## src/rtl/dsht_divstep.sv

```systemverilog
// One registered restoring-division step: brings in one dividend bit
// and subtracts the modulus when the partial remainder reaches it. No package use.
`timescale 1ns / 1ps

module dsht_divstep (
    input  logic        aclk,
    input  logic        aresetn,
    input  logic        en,
    input  logic [30:0] modulus,
    input  logic        in_valid,
    input  logic [30:0] in_rem,
    input  logic [63:0] in_dvd,
    output logic        out_valid,
    output logic [30:0] out_rem,
    output logic [63:0] out_dvd
);
    logic        valid_reg;
    logic [30:0] rem_reg;
    logic [30:0] rem_next;
    logic [63:0] dvd_reg;
    logic [31:0] trial;
    logic [31:0] diff;

    // Shift in the top dividend bit, subtract when not below the modulus
    always_comb begin
        trial    = {in_rem, in_dvd[63]};
        diff     = trial - {1'b0, modulus};
        rem_next = (trial >= {1'b0, modulus}) ? diff[30:0] : trial[30:0];
    end

    always_ff @(posedge aclk) begin
        if (!aresetn) begin
            valid_reg <= 1'b0;
        end else if (en) begin
            valid_reg <= in_valid;
        end
    end

    always_ff @(posedge aclk) begin
        if (en) begin
            rem_reg <= rem_next;
            dvd_reg <= {in_dvd[62:0], 1'b0};
        end
    end

    assign out_valid = valid_reg;
    assign out_rem   = rem_reg;
    assign out_dvd   = dvd_reg;

endmodule

```

## config.mk

```make
export PLATFORM = sky130hd
export DESIGN_NAME = dsht_divstep
export DESIGN_NICKNAME = d
export VERILOG_FILES = /design/src/rtl/dsht_divstep.sv
export SDC_FILE = /design/constraint.sdc
export NUM_CORES = 1
export LEC_CHECK = 0
export ABC_AREA = 1
export ABC_CLOCK_PERIOD_IN_PS = 2500
export BUFFER_PORTS_ARGS = -buffer_cell sky130_fd_sc_hd__buf_2
export CAP_MARGIN = 25
export CORE_AREA = 2 2 110 112
export CTS_BUF_LIST = sky130_fd_sc_hd__clkbuf_8
export DETAILED_ROUTE_END_ITERATION = 16
export DIE_AREA = 0 0 112 114
export MAX_ROUTING_LAYER = met4
export PLACE_DENSITY = 0.92
export SLEW_MARGIN = 20
export SYNTH_ARGS = -nofsm -noshare
export SYNTH_HDL_FRONTEND = slang
export SYNTH_SLANG_ARGS = --single-unit
```

## constraint.sdc

```tcl
create_clock -name aclk -period 2.5 [get_ports aclk]
set_input_delay 0.25 -clock aclk [delete_from_list [all_inputs] [get_ports aclk]]
set_output_delay 0.25 -clock aclk [all_outputs]
set_load 0.03 [all_outputs]
```

# Word level (Yosys, flattened, before mapping)
# Cells that the tools add are included.
[word_totals]
memories = 0
register_bits = 95
latchBits = 0
romBits = 0
output_inout_bits = 96
ramBits = 0
wordCells = 6
in_bits = 130
[op_classes]
bitwise_logic = 0
muxes = 1
div_mod_pow = 0
n_eq_ne = 0
n_addsub = 1
n_mul = 0
reduce_logical = 0
order_cmp = 1
n_shift = 0
[op_table]
columns = ["operator", "n"]
rows = [
  ["32-bit by 31-bit greater-or-equal comparator with 1-bit output", 1],
  ["31-bit two-way mux", 1],
  ["31-bit subtractor", 1],
]

# Depth between registers and ports, before layout
[logic_depth]
ltp_word = 2
depth_mapped = 17
mapped_depth_nobuf = 15

# Least setup slack after synthesis
# OpenSTA, ideal clock, no wires.
[synth_path]
kind = "input -> register"
from = "input in_dvd[63]"
to = "register rem_reg[10], in the netlist out_rem[10], data pin"
t_arrival_ns = 1.843
setup_time_ns = 0.252
slack_ns = 0.405
path_buffers = 2
required_time_ns = 2.248
path_stages = 17
cell_sequence = "inv_1 > ha_1 > fa_1 > inv_1 > nand2_1 > nand2_1 > nand3_1 > nand2_2 > nand2_1 > nand3_1 > nand2_1 > nand2_2 > inv_2 > buf_6 > buf_8 > nand2_1 > nand2_1"
[synth_between]
elab_chain_len = 2
elab_cells_between_ends = 3
classes_between = "add/sub: 1; order compare: 1; mux: 1"
[synth_lines]
columns = ["element", "line", "text"]
rows = [
  ["start: declaration", "12", "input logic [63:0] in_dvd,"],
  ["31-bit subtractor or 32-bit by 31-bit greater-or-equal comparator with 1-bit output (tied branches)", "27, 28", ""],
  ["31-bit two-way mux (*)", "28", "rem_next = (trial >= {1'b0, modulus}) ? diff[30:0] : trial[30:0];"],
  ["named net rem_next[10]", "19", "logic [30:0] rem_next;"],
  ["end signal: assignment", "41", "rem_reg <= rem_next;"],
  ["end: declaration", "18", "logic [30:0] rem_reg;"],
]
# Mark *: on every way through the listed nets, which the timed path passes. The rest lies on a longest branch.
# A chain may end at the register's enable or synchronous reset.

# Final worst setup path
[layout_path]
from = "input modulus[0]"
to = "register rem_reg[14], in the netlist out_rem[14], data pin"
[layout_between]
elab_chain_len = 2
elab_cells_between_ends = 3
classes_between = "add/sub: 1; order compare: 1; mux: 1"
[layout_lines]
columns = ["element", "line", "text"]
rows = [
  ["start: declaration", "9", "input logic [30:0] modulus,"],
  ["31-bit subtractor or 32-bit by 31-bit greater-or-equal comparator with 1-bit output (tied branches)", "27, 28", ""],
  ["31-bit two-way mux (*)", "28", ""],
  ["named net rem_next[14]", "19", ""],
]
# Marked as above.

==> results list <==
* Outcome: finished clean
* Fin Clk Skew: 0 ns
* Endpoints failing setup: 0
* Row count: 40
* Series of cell instances along the critical path: buf_2 > ha_1 > fa_1 > inv_1 > nand2_1 > nand2_1 > nand3_1 > nand2_2 > nand2_1 > nand3_1 > nand2_1 > nand2_2 > inv_2 > nand2_1 > nand2_1
- Final antenna diode count: 0
- At the later pin of the worst-skew pair, clock insertion delay measures roughly 0.35 ns.
* Number of enable-type register cells in the synthesized netlist: 94
- Worst path required time: between 2 and 3 ns
* Yosys warns: 0
* Layout fillers: around 1100
- Time the worst path needs with I/O delays and setup: around 2.0 ns
- After technology mapping, the gate count stands at 730.
- Sequential fraction of the synthesis area: around half
- The final route contains ~5300 vias.
- TritonCTS clock tree: done
* CP most frequent cell: sky130_fd_sc_hd__nand2_1
- For this design the ratio of total power to cell area is between 600 and 700 mW/mm2.
- Leading post-synthesis cells by instance count: sky130_fd_sc_hd__nand2_1 (288), sky130_fd_sc_hd__inv_1 (153), sky130_fd_sc_hd__edfxtp_1 (94)
* Highest Clock Rate: between 500 and 600 MHz
- I/O pins: between 200 and 250
- Post-layout nets: 1123
- The core region is 0.0117 mm2.
- The routed design has ~16000 um of wire.
* Die width: approximately 110 um
- DR WL/cell: 14.3 um
- Crit Path Category: in2reg
* RSZ-0062 raised after global routing: false
- At the end of routability-driven placement, the weighted congestion stood at 0.990.
* Detail Placement HPWL: around 13000 um
- The worst pin sits at a relative slew slack of between 60% and 70%.
* Largest net degree at the start of global routing: 73
* Antenna violations before repair: 0
- Effective utilization at floorplan: 49.4%
- Clk root buf: sky130_fd_sc_hd__clkbuf_8
- For the final routed database, the setup TNS stands at 0 ns.
- For this run, the leading register cell type out of synthesis is sky130_fd_sc_hd__edfxtp_1.
* Avg Inst Size Synth: 7.93 um2
- Number of buffers added by the clock tree synthesis step: 9
- Of the cells placed in the final design, the portion with a size suffix greater than 1 is a little over a quarter.
* Post-synthesis cell type count: 29
- Along the worst path, the maximum fanout reaches 29.
- Resized cells post-CTS: 0
- In the routed layout, each cell is associated on average with a via count of about 4.8.
* Final Non-Filler Cells: 1112
- Buffer depth of the longest clock path: 2
- The number of setup buffers added after CTS is 0.
* Global-route wire length before repair: ~25000 um
* Total of hold buffers inserted after clock tree synthesis: 0
- CTS H-tree depth: 3
* Biggest area contributors in the synthesized netlist: sky130_fd_sc_hd__edfxtp_1 (49%), sky130_fd_sc_hd__nand2_1 (19%), sky130_fd_sc_hd__inv_1 (9.9%), sky130_fd_sc_hd__ha_1 (6.7%), sky130_fd_sc_hd__nand3_1 (3.9%)
- Final slew viol count: 0
- For the worst setup path, the data arrival time is 2.11 ns.
- Number of hold violations in the final report: 0
- In this run, placement finished with an instance count of between 1000 and 1500.
- Share of async-settable or async-resettable flops after synthesis: 0%
- The floorplan step defined a die boundary enclosing between 0.01 and 0.015 mm2.
* Global routing usage summed across all routing layers: roughly a quarter
* Vertical die dimension: 114 um
* Netlist area before placement: between 0.005 and 0.006 mm2
- Clk pin slew, worst setup/hold paths: between 0.1 and 0.15 ns
* Grt total ovfl: 0
* Portion of the clock cycle consumed by the worst path in the final layout: approximately 80%
- STA classifies the critical path endpoint as a register.
- Remaining antenna violation count after routing: 0
* Leakage power summed over all cells: ~4 nW
- Counting every net in the synthesized netlist gives between 800 and 900.
- At the pin with the least slew margin, the transition time is between 0.5 and 0.6 ns.
* Largest voltage drop on the vdd net: around 0.47 mV
* Post-synthesis sequential element count: between 90 and 100
* Relative area change from synthesis to final layout: 26.4%
* Footprint of the multi-input gates: between 0.002 and 0.0025 mm2
- For this run, design rule violations remaining after detail routing come to 0.
- Max incr delay on CP: 0.37 ns
- Most frequent cell after synthesis: sky130_fd_sc_hd__nand2_1
* Initial DRC count: between 300 and 400
* Port-buffer cells: 224
* Cell with the biggest individual delay on the critical path: sky130_fd_sc_hd__fa_1
* Type of element launching the critical path: input port
- Of all cell types, the one taking the most synthesized area is sky130_fd_sc_hd__edfxtp_1.
* DR pass1 iterations: 5
* Max_cap viols: 0
- In the final layout, flip-flops and latches occupy roughly 0.0028 mm2.
- Hold crit path type: in2reg
- Summed over its instances, the top area cell type makes up between 40% and 50% of the synthesized netlist area.
- Number of clock sinks: 95
- Number of global-route vias before repair: a little over 5000
[final timing paths]
path                     startpoint                endpoint  slack (ns)  cells after the start
max reg2reg  out_valid$_SDFFE_PN0P_  out_valid$_SDFFE_PN0P_        1.84                      2
min reg2reg  out_valid$_SDFFE_PN0P_  out_valid$_SDFFE_PN0P_        0.57                      2
min                      in_dvd[46]   out_dvd[47]$_DFFE_PP_        0.05                      1
max                      modulus[0]   out_rem[14]$_DFFE_PP_        0.50                     15
[per-stage QoR]
step	instance area [um2]	setup WS, ns	total power [W]	hold slack, ns	utilization (%)
6_report	7320	0.503	0.00454	0.0479	62.5
5_1_grt	7320	0.295	0.00477	0.0321	62.5
4_1_cts	7320	0.538	0.00456	0.0304	62.5
3_5_place_dp	7080	0.128	0.00335	0.428	60.4
3_3_place_gp	7080	0.245	0.00333	0.426	60.4
2_1_floorplan	5790	0.405	0.00291	0.343	-
[layout by cell type (no fill, tap or decap), drive strengths merged]
master,Yosys,layout
nand2,293,293
buf,7,227
inv,158,160
edfxtp,94,94
nand3,45,45
nor2,43,43
ha,31,31
a21oi,18,18
xor2,14,14
clkbuf,0,9
nand4,6,6
o21ai,4,4
nor3,3,3
o21bai,3,3
bufinv,0,3
and3,2,2
or2,2,2
and2,2,2
nand3b,2,2
fa,1,1
conb,1,1
clkinv,0,1
dfxtp,1,1
[kinds of logic after synthesis]
logic type                 Yosys count  synth area share, %
DFF                                 95                 49.1
xor gates and xnor gates            14                 2.12
and+or+nand+nor                    398                 28.1
adders and majority gates           32                 7.05
AOI/OAI and AO/OA                   25                 2.36
buffers and inverters              165                 11.2
other                                1               0.0648
[metal layers]
metal / share of wire [%] / track usage, % / up-vias
li1: - / - / 2717
met1: 42 / 30.4 / 2383
met2: 49 / 44.3 / 193
met3: 6.6 / 4.25 / 25
met4: 2.3 / 9.11 / 0
met5: 0 / - / -
[state kept, by name (all words and copies together) (netlist names)]
signal / count
out_dvd: 63
out_rem: 31
out_valid: 1
[worst max-delay path: cells and delay by family]
| kind | cells | cell delay [ns] |
|---|---|---|
| buffers and inverters | 3 | 0.43 |
| AND/OR/NAND/NOR | 10 | 0.83 |
| adder cells (fa/ha/maj) | 2 | 0.59 |
[report_power, final]
group          internal [W]  total, W  switching, W
Sequential          0.00195   0.00199     0.0000423
Combinational      0.000415   0.00133      0.000916
Clock              0.000668   0.00122      0.000556
[area by class of cell]
type                    count  share of cell area [%]
flip-flops and latches     95                    38.8
multi-input cells         470                    31.4
repair buffers            227                    15.8
inverters                 158                    8.10
well taps                 147                    2.51
clock buffers               9                    1.69
clock inverters             6                    1.59
Power figures use the tool's default switching activity.
