--- src/rtl/dsht_pkg.sv ---
// Shared types and constants for the decimal pair SHA-256 token block.
// Holds the round constants, initial hash words and the register map.
// No dependencies.
`timescale 1ns / 1ps

package dsht_pkg;

    // Working variables a..h of one compression round
    typedef struct packed {
        logic [31:0] a;
        logic [31:0] b;
        logic [31:0] c;
        logic [31:0] d;
        logic [31:0] e;
        logic [31:0] f;
        logic [31:0] g;
        logic [31:0] h;
    } sha_state_t;

    // Sliding message schedule window, word 0 is the one used next
    typedef logic [15:0][31:0] sched_t;

    // Register map: word index taken from paddr[2]
    localparam logic REG_MODULUS = 1'b0;

    localparam logic [30:0] MODULUS_RESET = 31'd67890;

    localparam logic [7:0] ASCII_MINUS = 8'h2d;
    localparam logic [7:0] PAD_MARK    = 8'h80;

    localparam logic [31:0] ROUND_K [64] = '{
        32'h428a2f98, 32'h71374491, 32'hb5c0fbcf, 32'he9b5dba5,
        32'h3956c25b, 32'h59f111f1, 32'h923f82a4, 32'hab1c5ed5,
        32'hd807aa98, 32'h12835b01, 32'h243185be, 32'h550c7dc3,
        32'h72be5d74, 32'h80deb1fe, 32'h9bdc06a7, 32'hc19bf174,
        32'he49b69c1, 32'hefbe4786, 32'h0fc19dc6, 32'h240ca1cc,
        32'h2de92c6f, 32'h4a7484aa, 32'h5cb0a9dc, 32'h76f988da,
        32'h983e5152, 32'ha831c66d, 32'hb00327c8, 32'hbf597fc7,
        32'hc6e00bf3, 32'hd5a79147, 32'h06ca6351, 32'h14292967,
        32'h27b70a85, 32'h2e1b2138, 32'h4d2c6dfc, 32'h53380d13,
        32'h650a7354, 32'h766a0abb, 32'h81c2c92e, 32'h92722c85,
        32'ha2bfe8a1, 32'ha81a664b, 32'hc24b8b70, 32'hc76c51a3,
        32'hd192e819, 32'hd6990624, 32'hf40e3585, 32'h106aa070,
        32'h19a4c116, 32'h1e376c08, 32'h2748774c, 32'h34b0bcb5,
        32'h391c0cb3, 32'h4ed8aa4a, 32'h5b9cca4f, 32'h682e6ff3,
        32'h748f82ee, 32'h78a5636f, 32'h84c87814, 32'h8cc70208,
        32'h90befffa, 32'ha4506ceb, 32'hbef9a3f7, 32'hc67178f2
    };

    localparam sha_state_t START_H = '{
        a: 32'h6a09e667, b: 32'hbb67ae85, c: 32'h3c6ef372, d: 32'ha54ff53a,
        e: 32'h510e527f, f: 32'h9b05688c, g: 32'h1f83d9ab, h: 32'h5be0cd19
    };

endpackage

--- src/rtl/dsht_round.sv ---
// One registered SHA-256 compression round with its schedule step.
// Depends on dsht_pkg for the state types and round constants.
`timescale 1ns / 1ps

module dsht_round #(
    parameter int ROUND = 0
) (
    input  logic                aclk,
    input  logic                aresetn,
    input  logic                en,
    input  logic                in_valid,
    input  dsht_pkg::sha_state_t in_state,
    input  dsht_pkg::sched_t    in_sched,
    output logic                out_valid,
    output dsht_pkg::sha_state_t out_state,
    output dsht_pkg::sched_t    out_sched
);
    import dsht_pkg::*;

    function automatic logic [31:0] big_sig0(input logic [31:0] x);
        return {x[1:0], x[31:2]} ^ {x[12:0], x[31:13]} ^ {x[21:0], x[31:22]};
    endfunction

    function automatic logic [31:0] big_sig1(input logic [31:0] x);
        return {x[5:0], x[31:6]} ^ {x[10:0], x[31:11]} ^ {x[24:0], x[31:25]};
    endfunction

    function automatic logic [31:0] small_sig0(input logic [31:0] x);
        return {x[6:0], x[31:7]} ^ {x[17:0], x[31:18]} ^ {3'b000, x[31:3]};
    endfunction

    function automatic logic [31:0] small_sig1(input logic [31:0] x);
        return {x[16:0], x[31:17]} ^ {x[18:0], x[31:19]} ^ {10'b0, x[31:10]};
    endfunction

    logic        valid_reg;
    sha_state_t  state_reg;
    sha_state_t  state_next;
    sched_t      sched_reg;
    sched_t      sched_next;
    logic [31:0] t1;
    logic [31:0] t2;
    logic [31:0] ch;
    logic [31:0] maj;

    // Compute the round on word 0 of the window
    always_comb begin
        ch  = (in_state.e & in_state.f) ^ (~in_state.e & in_state.g);
        maj = (in_state.a & in_state.b) ^ (in_state.a & in_state.c)
            ^ (in_state.b & in_state.c);
        t1  = in_state.h + big_sig1(in_state.e) + ch + ROUND_K[ROUND] + in_sched[0];
        t2  = big_sig0(in_state.a) + maj;
        state_next.a = t1 + t2;
        state_next.b = in_state.a;
        state_next.c = in_state.b;
        state_next.d = in_state.c;
        state_next.e = in_state.d + t1;
        state_next.f = in_state.e;
        state_next.g = in_state.f;
        state_next.h = in_state.g;
    end

    // Slide the schedule window and append the next word
    always_comb begin
        for (int k = 0; k < 15; k++) begin
            sched_next[k] = in_sched[k + 1];
        end
        sched_next[15] = in_sched[0] + small_sig0(in_sched[1]) + in_sched[9]
                       + small_sig1(in_sched[14]);
    end

    always_ff @(posedge aclk) begin
        if (!aresetn) begin
            valid_reg <= 1'b0;
        end else if (en) begin
            valid_reg <= in_valid;
        end
    end

    always_ff @(posedge aclk) begin
        if (en) begin
            state_reg <= state_next;
            sched_reg <= sched_next;
        end
    end

    assign out_valid = valid_reg;
    assign out_state = state_reg;
    assign out_sched = sched_reg;

endmodule

--- config.mk ---
export PLATFORM = sky130hd
export DESIGN_NAME = dsht_round
export DESIGN_NICKNAME = d
export VERILOG_FILES = /design/src/rtl/dsht_pkg.sv /design/src/rtl/dsht_round.sv
export SDC_FILE = /design/constraint.sdc
export NUM_CORES = 1
export LEC_CHECK = 0
export BUFFER_PORTS_ARGS = -buffer_cell sky130_fd_sc_hd__buf_2
export CORE_AREA = 2 2 609 611
export CTS_BUF_LIST = sky130_fd_sc_hd__clkbuf_4 sky130_fd_sc_hd__clkbuf_8 sky130_fd_sc_hd__clkbuf_16
export DETAILED_ROUTE_END_ITERATION = 6
export DIE_AREA = 0 0 611 613
export PLACE_DENSITY = 0.3
export SLEW_MARGIN = 20
export SYNTH_ARGS = -nofsm -noshare
export SYNTH_HDL_FRONTEND = slang
export SYNTH_SLANG_ARGS = --single-unit
export TNS_END_PERCENT = 20
--- constraint.sdc ---
create_clock -name aclk -period 8.9 [get_ports aclk]
set_input_delay 0 -clock aclk [delete_from_list [all_inputs] [get_ports aclk]]
set_output_delay 0 -clock aclk [all_outputs]
set_load 0.02 [all_outputs]
; After elaboration in Yosys (flattened, before gate mapping)
; Index checks and enable logic that the tools add are counted.
[word_totals]
register_bits = 769
input_bits = 772
output_inout_bits = 769
wordCells = 52
[classes]
n_addsub = 10
bitwise = 17
[ops]
columns = operator, count
row1 = $add A32 B32 Y32, 9
row2 = $xor A32 B32 Y32, 9
row3 = $and A32 B32 Y32, 5
row4 = $add A32 B31 Y32 const B, 1
row5 = $not A32 Y32, 1
row6 = $xor A32 B22 Y32, 1
row7 = $xor A32 B29 Y32, 1

; Logic depth before layout (Yosys ltp)
; Gate-level depths: netlist of run 1.
[depth]
ltp_word = 7
ltp_mapped = 32
depth_no_buf = 31

; Least setup slack after synthesis of run 1
; No wires, ideal clock.
[synth_path]
kind = input to register
from = input port in_state[98] (netlist bit)
to = register state_reg, in the netlist out_state[255] (data pin)
setup_time_ps = 260
arrival_time_ps = 6126
required_time_ps = 8640
slack_ps = 2514
cell_stages = 31
path_buffers = 1
cell_sequence = clkbuf_1 mux2i_1 fa_1 inv_1 fa_1 ha_1 ha_1 fa_1 a21o_1 a21oi_2 o21ai_0 a21oi_1 nor2_1 nor2_1 o21bai_1 a21oi_1 xnor2_1 inv_1 fa_1 inv_1 ha_1 a211oi_1 o21ai_0 a2111oi_1 o31ai_1 a21oi_1 o211ai_1 a31o_2 a21oi_1 o21ai_1 xnor2_1
[synth_lines]
columns = element, line
row1 = "start, declared", dsht_round.sv:12  ; input dsht_pkg::sha_state_t in_state,
row2 = "end signal, assigned", dsht_round.sv:82  ; state_reg <= state_next;
row3 = "end, declared", dsht_round.sv:37  ; sha_state_t state_reg;

==> results of run 1 <==
==> metal layers <==
metal / wire length [µm] / up-vias
met2: 149000 / 1280
li1: - / 14396
met5: 282 / -
met1: 100000 / 16273
met4: 10800 / 44
met3: 12400 / 391
==> how the worst max path moves through the flow <==
stage,startpoint,to,slack [ns],cells past startpoint
after detailed placement,in_state[97],out_state[255]$_DFFE_PP_,1.18,32
after global routing,in_state[97],out_state[255]$_DFFE_PP_,0.91,33
after global placement,in_state[97],out_state[255]$_DFFE_PP_,1.12,32
after CTS,in_state[97],out_state[255]$_DFFE_PP_,1.53,33
after floorplan,in_state[98],out_state[255]$_DFFE_PP_,2.51,31
final,in_state[98],out_state[255]$_DFFE_PP_,1.45,32
==> layout make-up <==
cell class | count | area share
diodes | 30 | 0.00112
clock buffers | 130 | 0.0437
clock inverters | 68 | 0.00849
inverters | 347 | 0.0195
multi-input cells | 1271 | 0.180
flip-flops and latches | 769 | 0.346
well taps | 4837 | 0.0906
repair buffers | 2845 | 0.311
==> flip-flops by register name (all words and copies together), names as in the netlist <==
register,cells
out_state,256
out_sched,512
out_valid,1
==> cell usage after synthesis (all sizes together), types with 3 or more instances <==
| library cell | n | area share |
|---|---|---|
| fa | 157 | 0.086 |
| maj3 | 3 | 0.00083 |
| a2111oi | 4 | 0.0010 |
| nand3 | 14 | 0.0019 |
| and2 | 7 | 0.0012 |
| edfxtp | 768 | 0.63 |
| nand2b | 11 | 0.0019 |
| a21oi | 109 | 0.015 |
| nor2 | 63 | 0.0065 |
| o21ai | 91 | 0.013 |
| a21o | 71 | 0.015 |
| mux2 | 18 | 0.0056 |
| nand2 | 44 | 0.0046 |
| a31o | 4 | 0.00096 |
| nand4 | 8 | 0.0015 |
| xor2 | 131 | 0.032 |
| and3 | 11 | 0.0019 |
| a211oi | 14 | 0.0030 |
| a21boi | 5 | 0.0011 |
| o211ai | 8 | 0.0018 |
| o31ai | 4 | 0.0012 |
| clkbuf | 10 | 0.0010 |
| ha | 152 | 0.052 |
| nor3 | 10 | 0.0014 |
| inv | 347 | 0.036 |
| mux2i | 15 | 0.0041 |
| nor2b | 7 | 0.0012 |
| a31oi | 5 | 0.0017 |
| xnor2 | 235 | 0.057 |
| o21bai | 24 | 0.0050 |
| o21a | 12 | 0.0025 |
==> what timing repair did <==
item                                   in CTS  in global routing
hold buffers                             1286                  0
setup endpoints to repair                   0                  0
endpoints found under the hold margin     774                  0
==> power breakdown <==
group | internal (mW) | switching [mW] | total [mW]
registers | 5.01 | 0.192 | 5.20
clock network | 2.52 | 1.91 | 4.42
logic | 4.63 | 7.36 | 12.0
==> kinds of logic (layout without fill, tap and decap cells) <==
logic type | after synthesis | after routing | share of synthesized area
adders and majority gates | 312 | 312 | 0.139
xor gates and xnor gates | 366 | 366 | 0.0881
AOI/OAI and AO/OA | 370 | 370 | 0.0660
muxes | 33 | 33 | 0.00970
and+or+nand+nor | 190 | 190 | 0.0254
buffers and inverters | 358 | 3390 | 0.0370
DFF | 769 | 769 | 0.634
other | 0 | 30 | 0
==> worst reg2reg max path: stages, from the launching register on <==
cell,delay [ns]
dfxtp_1,0.42
mux2i_1,0.10
nor2b_1,0.13
dlygate4sd3_1,0.54
==> through the flow <==
step,setup slack [ns],cell area [µm²],util,power [mW]
floorplan,2.51,36400,-,12.2
CTS,1.53,66700,0.181,22.1
detailed placement,1.18,50400,0.137,16.6
global placement,1.12,50300,0.137,16.7
global route,0.906,66700,0.181,23.2
finish,1.45,66800,0.182,21.6
==> results.md, run 1 <==
- M1 GR Usage: 0.149
- Initial antenna violation count: 109
- TNS Setup: 0 ns
- Yosys Warn Count: 0
- Crit start category: primary input
- Fin. max-slew vios: 0
- Clk sinks: between 700 and 800
- Register area share after synthesis: 0.634
- Post-synth ARST share: 0
- Clock Tree Root: clkbuf_16
- Final wirelength: about 270 mm
- Chip Height: a little over 600 µm
- Status: complete, no violations
- Worst EP required: around 9.5 ns
- Number of max-cap violations: 0
- Synth cell types: just under 70
- Slew Limit Headroom: 0.218
- Final period util: 0.837
- DR DRC count: 0
- Average cell area after synthesis: ~15 µm²
- Worst Tran Pin Value: between 1 and 1.5 ns
- Grt met3 use: 0.0240
- Most common cell after layout, fill and taps aside: buf_2
- Hold path endpoint: out_sched[261]$_DFFE_PP_
- Setup crit end kind: flip-flop
- R2r endpoint: out_valid$_SDFFE_PN0P_
- Met2 Usage GRT: 0.271
- Post-CTS sizing: 0
- Core area: between 300000 and 400000 µm²
- Dpl cells: 8783
- Site row count: between 200 and 250
- DR WL/cell: between 20 and 30 µm
- Area of the multi-input gates: 12000 µm²
- Netlist Area Pre-Place: roughly 36000 µm²
- Worst-case reg-to-reg path depth: 3
- DRT iter0 DRCs: roughly 1800
- Layout Cells excl Fill: 10297
- Final antenna-violating net count: 0
- Top-level I/O count: approximately 1500
- Mapped Nets: roughly 3500
- Critical path arrival: ~8 ns
- Family with the most delay on the worst path: compound AO/OA/AOI/OAI gates
- Fillcell total: about 41000
- Largest net degree at the start of global routing: about 150
- Reg-to-reg startpoint: out_valid$_SDFFE_PN0P_
- Setup violations, final: 0
- LEAKAGE: around 28 nW
- Min-Delay Path Class: primary input to flip-flop
- Slowest cell on the critical path: dlygate4sd3_1
- Depth of the CTS H-tree: 3
- Clk Latency, worst-skew pair: approximately 0.80 ns
- Final Skew: 0 ns
- Most used routing layer: met2
- Pre-antenna DRT Iters: 5
- Layout cells sized above 1: 0.328
- Cells on Worst Hold Path: 2
- Synth Flop Type: edfxtp_1
- VDD IR-drop max: 0.219 mV
- Global-route wire length before repair: around 340 mm
- TritonCTS clock tree: built
- Sequential cell area: roughly 23000 µm²
- Final Critical Period: roughly 7.4 ns
- Most frequent cells in the layout: buf_2 (1539), dlygate4sd3_1 (1286), edfxtp_1 (768)
- Num CTS Buffers: 109
- # port buffers: 1540
- Gr ovfl total: 0
- Peak fanout along the critical path: 6
- Clk buf depth: 4
- Area grow syn2layout: 83.5%
- Area of the die: roughly 370000 µm²
- Buffer and inverter count on the worst path: 5
- Vias in the first global route: 34000
- Synthesis-stage register bit count: around 770
- Hold slack: between 0.07 and 0.08 ns
- Total GRT Usage: 0.139
- Vias per std cell: approximately 3.1
- Hpwl dp: about 230 mm
- Final Hold Fails: 0
- Post-CTS setup buffers: 0
- Clk slew on worst S/H paths: ~0.060 ns
- Cell Pwr Density: roughly 320 nW/µm²
- DIE WIDTH: around 610 µm
- Register-to-register path setup slack: 7.66 ns
- Fmax: between 100 and 150 MHz
- Initial Utilization: 0.0989
- Gate Count Post-Synth: 2398
- Final GP Congestion: 0.832
- Crit path kind: primary input to flip-flop
- Slowest stage delay, CP: between 0.5 and 0.6 ns
- Vias after detailed routing: around 32000
- Worst hold start: in_sched[293]
- Unrepaired setup endpoints after global routing: false
- Nets: 6424
- Post-synth EDFFs: about 770
Note: power is estimated with default switching activity, not from simulation.
==> run 2, diff against run 1 <==
- CORE_AREA: 2 2 609 611 -> 2 2 606 608
- DIE_AREA: 0 0 611 613 -> 0 0 608 610
- clock period: 8.9 -> 6.44 ns (I/O delays scaled with it)
==> run 2 against run 1 <==
Net effect:
- clock skew unchanged
- largest cell class unchanged
- first-iteration DRC count increased by 8.9%
- critical path type unchanged
- count of clock-buffer cells in the layout decreased by 3
==> results.md, run 2 (same netlist as run 1, synthesis figures left out) <==
- Status: complete, no violations (unchanged)
- Slowest cell on the critical path: dlygate4sd3_1 (unchanged)
- # port buffers: 1540 (unchanged)
- Chip Height: 610 µm (was 613 µm)
- Setup crit end kind: flip-flop (unchanged)
- Layout Cells excl Fill: 10558 (was 10297)
- LEAKAGE: 29.0 nW (was 27.6 nW)
- Most frequent cells in the layout: buf_2 (1538), dlygate4sd3_1 (1281), edfxtp_1 (768) (was buf_2 (1539), dlygate4sd3_1 (1286), edfxtp_1 (768))
- Vias after detailed routing: 33077 (was 32384)
- Clk Latency, worst-skew pair: 0.81 ns (was 0.80 ns)
- Crit start category: primary input (unchanged)
- Number of max-cap violations: 0 (unchanged)
- Slew Limit Headroom: 0.326 (was 0.218)
- Final GP Congestion: 0.903 (was 0.832)
- VDD IR-drop max: 0.309 mV (was 0.219 mV)
- Crit. Startpoint: in_state[108] (was in_state[98])
- Global-route wire length before repair: 362 mm (was 341 mm)
- Slowest stage delay, CP: 0.56 ns (was 0.52 ns)
- Worst Tran Pin Value: 1.01 ns (was 1.17 ns)
- Hpwl dp: 248 mm (was 230 mm)
- Site row count: 222 (was 223)
- Final period util: 0.961
- Top-level I/O count: 1541 (unchanged)
- Setup violations, final: 0 (unchanged)
- Clk slew on worst S/H paths: 0.06 ns (about the same)
- Most used cell, CP: buf_4
- Setup ws final: 0.249 ns (was 1.45 ns)
- Worst EP required: 6.99 ns (was 9.45 ns)
- Clock Tree Root: clkbuf_16 (unchanged)
- Vias in the first global route: 34623 (was 34000)
- Unrepaired setup endpoints after global routing: true (was false)
- Dpl cells: 9027 (was 8783)
- Worst hold start: in_sched[508] (was in_sched[293])
- Num CTS Buffers: 110 (was 109)
- Crit path kind: primary input to flip-flop (unchanged)
- Clk buf depth: 4 (unchanged)
- Fin. max-slew vios: 0 (unchanged)
- Area grow syn2layout: 89.8% (was 83.5%)
- Clk sinks: 769 (unchanged)
- Pre-antenna DRT Iters: 7 (was 5)
- Fmax: 162 MHz
- Total GRT Usage: 0.149 (was 0.139)
- Initial Utilization: 0.0998 (was 0.0989)
- DR WL/cell: 27.1 µm (was 26.5 µm)
- Final Hold Fails: 0 (unchanged)
- Largest net degree at the start of global routing: 139 (was 148)
- Area of the die: 371000 µm² (was 375000 µm²)
- Critical path arrival: 6.74 ns (was 7.99 ns)
- Gr ovfl total: 0 (unchanged)
- Core area: 364000 µm² (was 368000 µm²)
- Cell Pwr Density: 487 nW/µm² (was 324 nW/µm²)
- Min-Delay Path Class: primary input to flip-flop (unchanged)
- Nets: 6687 (was 6424)
- Place WS: -0.862 ns (was 1.18 ns)
- Initial antenna violation count: 149 (was 109)
- Fillcell total: 40293 (was 40560)
- DR DRC count: 0 (unchanged)
- Max FFs per register: 512 (unchanged)
- Most common cell after layout, fill and taps aside: buf_2 (unchanged)
- Depth of the CTS H-tree: 3 (unchanged)
- Reg-to-reg startpoint: out_valid$_SDFFE_PN0P_ (unchanged)
- Final antenna-violating net count: 0 (unchanged)
- Layout cells sized above 1: 0.364 (was 0.328)
- Final Critical Period: approximately 6.2 ns
- Final wirelength: 286 mm (was 273 mm)
- Vias per std cell: 3.13 (was 3.14)
- Final Skew: 0 ns (unchanged)
- DRT iter0 DRCs: 1941 (was 1783)
- Peak fanout along the critical path: 4 (was 6)
- TritonCTS clock tree: built (unchanged)
- DIE WIDTH: 608 µm (was 611 µm)
run 2: cell types whose count changed in the layout (fill, tap and decap cells not counted), moves of 3 or more:
cell,before,now
buf_12,4,9
clkinv_4,7,3
diode_2,30,50
buf_4,15,277
o21ai_0,77,73
dlygate4sd3_1,1286,1281
clkinvlp_4,7,10
clkinv_2,19,22
inv_6,7,3
a21oi_1,105,98
a21oi_2,4,11
bufinv_16,6,11
run 2: what timing repair did:
action | 4_1_cts | 5_1_grt
gates resized for setup | 0 | 39
endpoints found under the setup margin | 0 | 11
hold endpoints to repair | 805 | 0
hold buffers | 1281 | 0
setup buffers | 0 | 2
run 2: final timing paths:
kind | to | slack [ns] | depth (start not counted)
hold reg to reg | out_valid$_SDFFE_PN0P_ | 1.05 | 3
hold / removal | out_sched[476]$_DFFE_PP_ | 0.07 | 2
setup reg to reg | out_valid$_SDFFE_PN0P_ | 5.30 | 3
setup / recovery | out_state[127]$_DFFE_PP_ | 0.25 | 30
run 2: per-stage QoR:
step | hold slack (ns) | power, mW | setup TNS (ns) | utilization | cell area [µm²]
2_1_floorplan | 0.0989 | 16.8 | 0 | - | 36400
6_report | 0.0674 | 33.6 | 0 | 0.190 | 69100
5_1_grt | 0.0375 | 36.1 | -0.107 | 0.189 | 69000
3_5_place_dp | 0.178 | 26.2 | -8.51 | 0.144 | 52300
4_1_cts | 0.000410 | 34.0 | 0 | 0.189 | 68800
3_3_place_gp | 0.177 | 26.4 | -8.55 | 0.144 | 52300
run 2: where the power goes:
part	leakage, nW	switching [mW]	internal (mW)	total (mW)
sequential	7.53	0.310	6.92	7.23
clock	1.77	2.62	3.64	6.27
combinational	19.7	11.0	9.16	20.1
run 2: area by class of cell:
type / count / area [µm²] / area share
Timing Repair Buffer: 3107 / 22800 / 0.330
Clock buffer: 127 / 2880 / 0.0417
Multi-Input combinational cell: 1271 / 12100 / 0.176
Tap cell: 4816 / 6030 / 0.0873
Inverter: 347 / 1300 / 0.0189
Sequential cell: 769 / 23100 / 0.334
Clock inverter: 71 / 718 / 0.0104
Antenna cell: 50 / 125 / 0.00181
run 2: layer usage:
layer,share of wire,wire (µm),global-route usage
met1,0.37,106000,0.161
met2,0.54,154000,0.286
met3,0.060,17100,0.0368
met4,0.031,8840,0.0403
met5,0.0015,429,0
run 2: critical path, delay by kind of cell:
family,cells,cell delay [ns]
AOI/OAI and AO/OA,10,1.62
xor gates and xnor gates,2,0.26
adders and majority gates,5,1.93
buffers and inverters,9,2.07
muxes,1,0.19
and+or+nand+nor,3,0.66
